## src/rtl/core/led_keyframe_fader_unit_assert.svh

```systemverilog
// Assertion macros for the keyframe fader.
`ifndef LED_KEYFRAME_FADER_UNIT_ASSERT_SVH
`define LED_KEYFRAME_FADER_UNIT_ASSERT_SVH
`ifndef SYNTHESIS
`define LKF_ASSERT_SAME(label, ante, cons) \
    label: assert property (@(posedge i_clk) disable iff (!i_rst_n) (ante) |-> (cons)) \
        else $error("keyframe fader assertion failed");
`define LKF_ASSERT_NEXT(label, ante, cons) \
    label: assert property (@(posedge i_clk) disable iff (!i_rst_n) (ante) |=> (cons)) \
        else $error("keyframe fader assertion failed");
`else
`define LKF_ASSERT_SAME(label, ante, cons)
`define LKF_ASSERT_NEXT(label, ante, cons)
`endif
`endif

```

## src/rtl/core/lkf_pkg.sv

```systemverilog
package lkf_pkg;

    localparam int CHANNELS   = 10;
    localparam int STEP_DEPTH = 32;
    localparam int CH_W       = $clog2(CHANNELS);
    localparam int ADDR_W     = $clog2(STEP_DEPTH);
    localparam int DUTY_W     = 15;
    localparam int PROD_W     = 2 * DUTY_W;
    localparam logic [15:0] DIV10_MUL = 16'd52429;

    typedef enum logic [1:0] {
        FUNC_WRITE = 2'd0,
        FUNC_START = 2'd1,
        FUNC_TICK  = 2'd2,
        FUNC_NONE  = 2'd3
    } t_func;

    localparam logic [1:0] KIND_CONTINUE = 2'd0;
    localparam logic [1:0] KIND_REPEAT   = 2'd1;
    localparam logic [1:0] KIND_END      = 2'd2;
    localparam logic [1:0] KIND_UNUSED   = 2'd3;

    typedef struct packed {
        logic        has_next;
        logic [4:0]  next_addr;
        logic [7:0]  repeat_total;
        logic [1:0]  step_kind;
        logic        curve_kind;
        logic [14:0] step_duration;
        logic [14:0] target_duty;
    } t_step;

    function automatic logic [11:0] div10(input logic [14:0] d);
        logic [30:0] p;
        p = 31'(d) * 31'(DIV10_MUL);
        return p[30:19];
    endfunction

endpackage

```

## src/rtl/core/lkf_muldiv.sv

```systemverilog
module lkf_muldiv (
    input  logic        i_clk,
    input  logic        i_rst_n,
    input  logic        i_start,
    input  logic [14:0] i_a,
    input  logic [14:0] i_b,
    input  logic [14:0] i_d,
    output logic        o_done,
    output logic [14:0] o_q
);

    typedef enum logic [3:0] {
        MD_IDLE = 4'b0001,
        MD_MUL  = 4'b0010,
        MD_DIV  = 4'b0100,
        MD_DONE = 4'b1000
    } t_md_state;

    t_md_state r_state, n_state;
    logic [4:0]  r_cnt;
    logic [lkf_pkg::PROD_W-1:0] r_acc;
    logic [lkf_pkg::PROD_W-1:0] r_mcand;
    logic [14:0] r_mplier;
    logic [14:0] r_rem;
    logic [14:0] r_d;
    logic [15:0] w_trial;
    logic        w_ge;
    logic        w_load;

    assign w_load  = i_start && (r_state == MD_IDLE || r_state == MD_DONE);
    assign w_trial = {r_rem, r_acc[lkf_pkg::PROD_W-1]};
    assign w_ge    = w_trial >= {1'b0, r_d};
    assign o_done  = (r_state == MD_DONE);
    assign o_q     = r_acc[14:0];

    always_comb begin
        n_state = r_state;
        unique case (r_state)
            MD_IDLE: begin
                if (w_load) n_state = MD_MUL;
            end
            MD_MUL: begin
                if (r_cnt == 5'd0) n_state = MD_DIV;
            end
            MD_DIV: begin
                if (r_cnt == 5'd0) n_state = MD_DONE;
            end
            MD_DONE: begin
                n_state = w_load ? MD_MUL : MD_IDLE;
            end
            default: n_state = MD_IDLE;
        endcase
    end

    always_ff @(posedge i_clk) begin
        if (!i_rst_n) begin
            r_state <= MD_IDLE;
        end else begin
            r_state <= n_state;
        end
    end

    always_ff @(posedge i_clk) begin
        if (w_load) begin
            r_acc    <= '0;
            r_mcand  <= lkf_pkg::PROD_W'(i_a);
            r_mplier <= i_b;
            r_d      <= i_d;
            r_cnt    <= 5'd14;
        end else if (r_state == MD_MUL) begin
            if (r_mplier[0]) r_acc <= r_acc + r_mcand;
            r_mcand  <= {r_mcand[lkf_pkg::PROD_W-2:0], 1'b0};
            r_mplier <= {1'b0, r_mplier[14:1]};
            r_rem    <= '0;
            r_cnt    <= (r_cnt == 5'd0) ? 5'(lkf_pkg::PROD_W - 1) : r_cnt - 5'd1;
        end else if (r_state == MD_DIV) begin
            r_rem <= w_ge ? 15'(w_trial - {1'b0, r_d}) : w_trial[14:0];
            r_acc <= {r_acc[lkf_pkg::PROD_W-2:0], w_ge};
            r_cnt <= r_cnt - 5'd1;
        end
    end

endmodule

```

## src/rtl/core/led_keyframe_fader_unit.sv

```systemverilog
// Keyframe LED fader for ten channels. A write or a start transfer is taken when idle.
// A tick walks the channels in order and sends one result per channel, channel 0 first,
// tlast on the final one. An animating channel is set by passes through one shared
// shift-add multiplier and restoring divider, each pass a multiply phase, a divide phase
// and a done state: a linear ramp needs two passes, a static jump or a zero-length step
// one pass, and a finished step adds the ADV1 and ADV2 states to read and apply the next
// entry. A tick is held up in every cycle in which the receiver holds off a result.
// The step memory (32 entries) has one write and one registered read port and is
// undefined until written; no channel may reach an unwritten step.
`include "led_keyframe_fader_unit_assert.svh"
module led_keyframe_fader_unit (
    input  logic        i_clk,
    input  logic        i_rst_n,
    input  logic        i_s_tvalid,
    output logic        o_s_tready,
    // now_ms, channel_sel, step_addr, target_duty, step_duration, curve_kind,
    // step_kind, repeat_total, next_addr, has_next
    input  logic [87:0] i_s_tdata,
    // func
    input  logic [1:0]  i_s_tuser,
    output logic        o_m_tvalid,
    input  logic        i_m_tready,
    // out_channel, duty_now, shown_level, zero pad
    output logic [31:0] o_m_tdata,
    // is_active
    output logic        o_m_tuser,
    output logic        o_m_tlast,
    input  logic        i_cfg_we,
    input  logic [14:0] i_cfg_wdata
);

    localparam int CH  = lkf_pkg::CHANNELS;
    localparam int AW  = lkf_pkg::ADDR_W;
    localparam int CW  = lkf_pkg::CH_W;

    typedef enum logic [7:0] {
        ST_IDLE = 8'b0000_0001,
        ST_RD   = 8'b0000_0010,
        ST_EVAL = 8'b0000_0100,
        ST_FRAC = 8'b0000_1000,
        ST_QUO  = 8'b0001_0000,
        ST_ADV1 = 8'b0010_0000,
        ST_ADV2 = 8'b0100_0000,
        ST_OUT  = 8'b1000_0000
    } t_state;

    t_state r_state, n_state;

    lkf_pkg::t_step r_mem [lkf_pkg::STEP_DEPTH];
    lkf_pkg::t_step r_mem_q;

    logic [AW-1:0] r_first [CH];
    logic [AW-1:0] r_cur   [CH];
    logic [31:0]   r_start [CH];
    logic          r_rep   [CH];
    logic [7:0]    r_left  [CH];
    logic          r_act   [CH];
    logic [14:0]   r_from  [CH];
    logic [14:0]   r_duty  [CH];

    logic [CW-1:0] r_ch;
    logic [31:0]   r_now;
    logic [14:0]   r_scale;
    logic          r_ovalid;
    logic [31:0]   r_o_data;
    logic          r_o_user;
    logic          r_o_last;

    logic           w_acc;
    logic [1:0]     w_func;
    logic [3:0]     w_sel;
    logic [AW-1:0]  w_addr;
    lkf_pkg::t_step w_kf;
    logic [AW-1:0]  w_rd_addr;
    logic [14:0]    w_scale;
    logic [31:0]    w_elapsed;
    logic           w_fin;
    logic [14:0]    w_passed;
    logic           w_up;
    logic [14:0]    w_delta;
    logic           w_linear;
    logic           w_md_start;
    logic [14:0]    w_md_a;
    logic [14:0]    w_md_b;
    logic [14:0]    w_md_d;
    logic           w_md_done;
    logic [14:0]    w_md_q;
    logic [14:0]    w_new_duty;
    logic           w_out_load;
    logic           w_last_ch;

    assign w_acc  = i_s_tvalid && o_s_tready;
    assign w_func = i_s_tuser;
    assign w_sel  = i_s_tdata[35:32];
    assign w_addr = AW'(i_s_tdata[40:36]);
    assign w_kf   = {i_s_tdata[87], i_s_tdata[86:82], i_s_tdata[81:74], i_s_tdata[73:72],
                     i_s_tdata[71], i_s_tdata[70:56], i_s_tdata[55:41]};

    assign o_s_tready = (r_state == ST_IDLE);
    assign o_m_tvalid = r_ovalid;
    assign o_m_tdata  = r_o_data;
    assign o_m_tuser  = r_o_user;
    assign o_m_tlast  = r_o_last;

    assign w_rd_addr = (r_state == ST_ADV1) ? r_cur[r_ch] + AW'(1) : r_cur[r_ch];
    assign w_scale   = (r_scale == 15'd0) ? 15'd1 : r_scale;
    assign w_elapsed = r_now - r_start[r_ch];
    assign w_fin     = w_elapsed >= {17'd0, r_mem_q.step_duration};
    assign w_passed  = w_fin ? r_mem_q.step_duration : w_elapsed[14:0];
    assign w_up      = r_mem_q.target_duty > r_from[r_ch];
    assign w_delta   = w_up ? r_mem_q.target_duty - r_from[r_ch]
                            : r_from[r_ch] - r_mem_q.target_duty;
    assign w_linear  = !r_mem_q.curve_kind && (r_mem_q.step_duration != 15'd0);
    assign w_new_duty = w_up ? r_from[r_ch] + w_md_q : r_from[r_ch] - w_md_q;
    assign w_out_load = (r_state == ST_OUT) && (!r_ovalid || i_m_tready);
    assign w_last_ch  = (r_ch == CW'(CH - 1));

    always_comb begin
        w_md_start = 1'b0;
        w_md_a     = w_scale;
        w_md_b     = w_delta;
        w_md_d     = w_scale;
        if (r_state == ST_EVAL && r_act[r_ch]) begin
            w_md_start = 1'b1;
            if (w_linear) begin
                w_md_b = w_passed;
                w_md_d = r_mem_q.step_duration;
            end else if (!r_mem_q.curve_kind) begin
                w_md_a = 15'd0;
            end
        end else if (r_state == ST_FRAC && w_md_done) begin
            w_md_start = 1'b1;
            w_md_a     = w_md_q;
        end
    end

    lkf_muldiv u_muldiv (
        .i_clk   (i_clk),
        .i_rst_n (i_rst_n),
        .i_start (w_md_start),
        .i_a     (w_md_a),
        .i_b     (w_md_b),
        .i_d     (w_md_d),
        .o_done  (w_md_done),
        .o_q     (w_md_q)
    );

    always_comb begin
        n_state = r_state;
        unique case (r_state)
            ST_IDLE: begin
                if (w_acc && w_func == lkf_pkg::FUNC_TICK) n_state = ST_RD;
            end
            ST_RD: n_state = ST_EVAL;
            ST_EVAL: begin
                if (!r_act[r_ch]) n_state = ST_OUT;
                else if (w_linear) n_state = ST_FRAC;
                else n_state = ST_QUO;
            end
            ST_FRAC: begin
                if (w_md_done) n_state = ST_QUO;
            end
            ST_QUO: begin
                if (w_md_done) n_state = w_fin ? ST_ADV1 : ST_OUT;
            end
            ST_ADV1: n_state = ST_ADV2;
            ST_ADV2: n_state = ST_OUT;
            ST_OUT: begin
                if (w_out_load) n_state = w_last_ch ? ST_IDLE : ST_RD;
            end
            default: n_state = ST_IDLE;
        endcase
    end

    always_ff @(posedge i_clk) begin
        if (w_acc && w_func == lkf_pkg::FUNC_WRITE) r_mem[w_addr] <= w_kf;
        r_mem_q <= r_mem[w_rd_addr];
        if (w_acc) r_now <= i_s_tdata[31:0];
        if (w_out_load) begin
            r_o_data <= {1'b0, lkf_pkg::div10(r_duty[r_ch]), r_duty[r_ch], 4'(r_ch)};
            r_o_user <= r_act[r_ch];
            r_o_last <= w_last_ch;
        end
    end

    always_ff @(posedge i_clk) begin
        if (!i_rst_n) begin
            r_state  <= ST_IDLE;
            r_ch     <= '0;
            r_scale  <= 15'd100;
            r_ovalid <= 1'b0;
            for (int c = 0; c < CH; c++) begin
                r_first[c] <= '0;
                r_cur[c]   <= '0;
                r_start[c] <= '0;
                r_rep[c]   <= 1'b0;
                r_left[c]  <= '0;
                r_act[c]   <= 1'b0;
                r_from[c]  <= '0;
                r_duty[c]  <= '0;
            end
        end else begin
            r_state <= n_state;
            if (i_cfg_we) r_scale <= i_cfg_wdata;
            if (w_out_load) begin
                r_ovalid <= 1'b1;
                r_ch     <= w_last_ch ? '0 : r_ch + CW'(1);
            end else if (r_ovalid && i_m_tready) begin
                r_ovalid <= 1'b0;
            end
            if (w_acc && w_func == lkf_pkg::FUNC_START && 32'(w_sel) < CH) begin
                r_first[CW'(w_sel)] <= w_addr;
                r_cur[CW'(w_sel)]   <= w_addr;
                r_start[CW'(w_sel)] <= i_s_tdata[31:0];
                r_rep[CW'(w_sel)]   <= 1'b0;
                r_left[CW'(w_sel)]  <= '0;
                r_act[CW'(w_sel)]   <= 1'b1;
                r_from[CW'(w_sel)]  <= r_duty[CW'(w_sel)];
            end
            if (r_state == ST_QUO && w_md_done) r_duty[r_ch] <= w_new_duty;
            if (r_state == ST_ADV1) begin
                r_start[r_ch] <= r_start[r_ch] + {17'd0, r_mem_q.step_duration};
                r_cur[r_ch]   <= r_cur[r_ch] + AW'(1);
                r_from[r_ch]  <= r_duty[r_ch];
            end
            if (r_state == ST_ADV2) begin
                if (r_mem_q.step_kind == lkf_pkg::KIND_REPEAT) begin
                    if (!r_rep[r_ch]) begin
                        r_rep[r_ch]  <= 1'b1;
                        r_left[r_ch] <= r_mem_q.repeat_total;
                        r_cur[r_ch]  <= r_first[r_ch];
                    end else if (r_mem_q.repeat_total == 8'd0) begin
                        r_cur[r_ch] <= r_first[r_ch];
                    end else if (r_left[r_ch] > 8'd1) begin
                        r_cur[r_ch]  <= r_first[r_ch];
                        r_left[r_ch] <= r_left[r_ch] - 8'd1;
                    end else begin
                        r_rep[r_ch] <= 1'b0;
                        r_cur[r_ch] <= r_cur[r_ch] + AW'(1);
                    end
                end else if (r_mem_q.step_kind == lkf_pkg::KIND_END) begin
                    if (r_mem_q.has_next) begin
                        r_first[r_ch] <= AW'(r_mem_q.next_addr);
                        r_cur[r_ch]   <= AW'(r_mem_q.next_addr);
                    end else begin
                        r_act[r_ch]  <= 1'b0;
                        r_rep[r_ch]  <= 1'b0;
                        r_left[r_ch] <= '0;
                    end
                end
            end
        end
    end

    `LKF_ASSERT_SAME(a_ch_range, 1'b1, 32'(r_ch) < CH)
    `LKF_ASSERT_SAME(a_md_wait, w_md_done, r_state == ST_FRAC || r_state == ST_QUO)
    `LKF_ASSERT_NEXT(a_tick_busy, w_acc && w_func == lkf_pkg::FUNC_TICK, !o_s_tready)
    `LKF_ASSERT_SAME(a_last_ch, o_m_tvalid && o_m_tlast, o_m_tdata[3:0] == 4'(CH - 1))

endmodule

```

## config.mk

```make
export PLATFORM = sky130hd
export DESIGN_NAME = led_keyframe_fader_unit
export DESIGN_NICKNAME = d
export VERILOG_FILES = /design/src/rtl/core/lkf_pkg.sv /design/src/rtl/core/lkf_muldiv.sv /design/src/rtl/core/led_keyframe_fader_unit.sv
export VERILOG_INCLUDE_DIRS = /design/src /design/src/rtl/core
export SDC_FILE = /design/constraint.sdc
export NUM_CORES = 2
export LEC_CHECK = 0
export ABC_AREA = 1
export BUFFER_PORTS_ARGS = -buffer_cell sky130_fd_sc_hd__clkbuf_2
export CELL_PAD_IN_SITES_DETAIL_PLACEMENT = 1
export CELL_PAD_IN_SITES_GLOBAL_PLACEMENT = 1
export CORE_ASPECT_RATIO = 1.4
export CORE_UTILIZATION = 46
export CTS_CLUSTER_SIZE = 25
export DETAILED_ROUTE_END_ITERATION = 10
export GPL_ROUTABILITY_DRIVEN = 0
export HOLD_SLACK_MARGIN = 0.05
export PLACE_DENSITY_LB_ADDON = 0.1
export RECOVER_POWER = 25
export REMOVE_ABC_BUFFERS = 1
export SKIP_CTS_REPAIR_TIMING = 1
export SYNTH_ARGS = -nofsm -noshare
export SYNTH_HDL_FRONTEND = slang
export SYNTH_HIERARCHICAL = 1
export SYNTH_SLANG_ARGS = --single-unit
```

## constraint.sdc

```tcl
create_clock -name i_clk -period 6.9 [get_ports i_clk]
set_input_delay 1.035 -clock i_clk [delete_from_list [all_inputs] [get_ports i_clk]]
set_output_delay 1.035 -clock i_clk [all_outputs]
set_load 0.1 [all_outputs]
```

==> flow_summary_export.csv <==
group,metric,value,unit
floorplanning,boundaryPins,146,
setup_path,end_kind,"flop",
detailed_routing,wirelength,510000,um
logic_synthesis,ys_seq_area_share,62.9,%
detailed_routing,wl_met3,27900,um
clock_tree,cts.sinks,3074,
clock_tree,path_clk_slew,0.06,ns
logic_synthesis,synth_area_leaders,"edfxtp_1 61%, nand2_1 10%, nor2_1 4.4%",
sta,worst_pin_slew,1.64,ns
setup_path,cp.required,7.54,ns
placement,dp_hpwl,312000,um
placement,port_buffers,144,
floorplanning,start_util,46.2,%
floorplanning,rows,243,
floorplanning,chipHeight,665,um
sta,finalCritPeriodShare,96.1,%
sta,slew_headroom,-9.57,%
global_routing,grt_pass1_vias,115415,
layout,drive_gt1_share,7.50,%
run_status,outcome,"finished, violations left",
setup_path,cp.arrival,7.27,ns
logic_synthesis,syn_inst,14373,
power_and_ir_drop,power,0.0436,W
placement,dpl.cell_count,18235,
logic_synthesis,post_synth_num_cell_types,68,
logic_synthesis,avgSynthCellArea,10.0,um^2
setup_path,path_class,"reg -> reg",
logic_synthesis,syn_area,144000,um^2
logic_synthesis,async_reset_ff_share,0,%
worst_hold_path,min_from,"i_cfg_wdata[5]",
detailed_routing,viasPerCell,5.85,
detailed_routing,drtIter0Drc,8907,
logic_synthesis,synth-main-ff-cell,"edfxtp_1",
placement,detailed_place.area,151000,um^2
detailed_routing,ant_nets,0,
global_routing,grt_pass1_wl,744000,um
layout,fillers,34219,
layout,fin_area,161000,um^2
setup_path,critPathLaunchType,"flop",
clock_tree,cts_tree,"done",
sta,finalSetupViolCount,0,
logic_synthesis,yosys_warnings,6,
global_routing,antenna_found_initial,29,
layout,synthToLayoutAreaGrowth,11.5,%
sta,skew,0.0564,ns
run_status,violations,"capacitance limit, slew limit",
power_and_ir_drop,power_density,271,nW/um^2
placement,place_ws,-0.0772,ns
detailed_routing,drc,0,
layout,post-route-util,51.5,%
sta,fin_crit,6.63,ns
global_routing,grt_max_degree,177,
clock_tree,clock_path_buffers,4,
sta,layout_setup_ws,0.268,ns
detailed_routing,num_vias,110057,
worst_hold_path,hold_depth,3,
layout,final_cells,18807,
power_and_ir_drop,peakVddDrop,0.248,mV
detailed_routing,wirelength_met1,193000,um
logic_synthesis,synthTopCellsByCount,"3951 x nand2_1, 2923 x edfxtp_1, 1699 x nor2_1",
clock_tree,htree_levels,5,
clock_tree,numCtsBuffers,317,
logic_synthesis,synth_top_area_share,60.8,%
detailed_routing,dr.pass1.iters,8,
logic_synthesis,synth_seq_cells,3074,
global_routing,grt_util_all_layers,31.7,%
sta,hold_viol_final,0,
floorplanning,die_x,475,um
clock_tree,clk_latency,0.91,ns
floorplanning,core,313000,um^2
detailed_routing,highest_layer,"met5",
logic_synthesis,synth_area_leader_cell,"edfxtp_1",
worst_hold_path,hp-class,"in -> reg",
sta,fmax,0.151,GHz
detailed_routing,dr_wl_met2,259000,um
power_and_ir_drop,p_leak,62.1,nW
run,drv_cap,3,
layout,fin_nets,14828,
setup_path,ff2ff_path_depth,21,
sta,slew_violations,99,
logic_synthesis,synth_most_common_cell,"nand2_1",
clock_tree,clock-root-buffer,"clkbuf_16",
floorplanning,die_area,316000,um^2
detailed_routing,wire_per_inst,27.1,um
logic_synthesis,synth_edf_count,2923,
setup_path,worst-path-max-fanout,59,
global_routing,grt_overflow,0,
worst paths after layout:
check	end	slack, ns
setup / recovery	o_m_tdata[29]	0.27
hold reg to reg	r_rep[0]	0.47
setup reg to reg	o_m_tdata[29]	0.27
hold / removal	r_scale[5]	0.38
layout by cell type (no fill, tap or decap), types with 45 or more instances in the layout:
master,netlist,layout
o211ai_1,359,359
clkbuf_16,0,333
nand2_1,3951,3938
o21ai_1,58,58
inv_2,69,67
xor2_1,74,70
nand3_1,924,924
fa_1,62,62
a21oi_1,395,395
buf_4,69,240
ha_1,265,263
clkbuf_1,339,137
nor2_4,12,45
clkinv_1,34,92
buf_12,0,86
o221ai_1,178,178
inv_1,1048,1044
o22ai_1,63,63
o21ai_0,957,955
dfxtp_1,151,147
edfxtp_1,2923,2923
clkbuf_2,1,64
nor2_1,1699,1665
registers in the layout (all words and copies together) (netlist names), 15 cells and up, named ones only:
| register | count |
|---|---|
| r_from | 240 |
| r_duty | 240 |
| r_cur | 80 |
| u_muldiv/r_rem | 15 |
| r_left | 128 |
| r_first | 80 |
| u_muldiv/r_mplier | 15 |
| r_rep | 16 |
| r_act | 16 |
| r_start | 512 |
| u_muldiv/r_acc | 30 |
| r_mem | 1504 |
| r_scale | 15 |
| u_muldiv/r_d | 15 |
| r_now | 32 |
| u_muldiv/r_mcand | 30 |
| o_m_tdata | 31 |
| r_mem_q | 47 |
metrics by stage:
stage | hold slack, ns | TNS, ns
floorplan | 0.441 | -
global placement | 0.454 | -0.0445
detailed placement | 0.459 | -0.332
CTS | 0.308 | -0.455
global route | 0.362 | -0.0601
finish | 0.381 | 0
critical path: stages, from the launching register on:
cell and delay [ns]:
dfxtp_4 0.37, inv_8 0.32, buf_4 0.32, o21ai_0 0.12, o211ai_1 0.19, nand3_1 0.17
nand2_1 0.37, ha_1 0.34, fa_1 0.57, fa_1 0.56, inv_1 0.06, fa_1 0.44
fa_1 0.56, fa_1 0.43, ha_1 0.34, a21oi_1 0.24, o221ai_1 0.17, a21oi_1 0.24
o21ai_1 0.19, nand3b_1 0.13, nand2_1 0.07, xor2_1 0.16
where the power goes:
group | internal (W) | leakage (nW) | switching [W]
sequential | 0.0208 | 28.8 | 0.000163
clock | 0.00979 | 4.92 | 0.00745
combinational | 0.00165 | 28.4 | 0.00379
cells by family (layout without fill, tap and decap cells):
family | Yosys count | after routing | synth area share, %
simple gates | 6783 | 6783 | 18.9
other cells | 1 | 8 | 0.00260
fa+ha+maj | 327 | 327 | 3.16
compound gates | 2140 | 2140 | 8.81
flops | 3074 | 3074 | 62.9
xor+xnor | 105 | 105 | 0.642
buf+inv | 1939 | 2201 | 5.57
mux | 4 | 4 | 0.0277
cell type report:
type | count | area (um^2) | share of cell area (%)
antenna | 7 | 17.5 | 0.0109
clock buffer | 398 | 8610 | 5.35
clock inverter | 165 | 1510 | 0.937
inverter | 1153 | 4390 | 2.73
multi-input combinational | 9360 | 46000 | 28.6
sequential | 3074 | 90800 | 56.4
tap | 4165 | 5210 | 3.24
timing repair buffer | 485 | 4460 | 2.77
layer usage:
| layer | vias up | GRT usage (%) |
|---|---|---|
| li1 | 49087 | - |
| met1 | 56116 | 37.5 |
| met2 | 3621 | 56.2 |
| met3 | 1205 | 3.83 |
| met4 | 28 | 16.6 |
| met5 | - | 0 |
No activity file was read; power rests on OpenSTA's default activity.
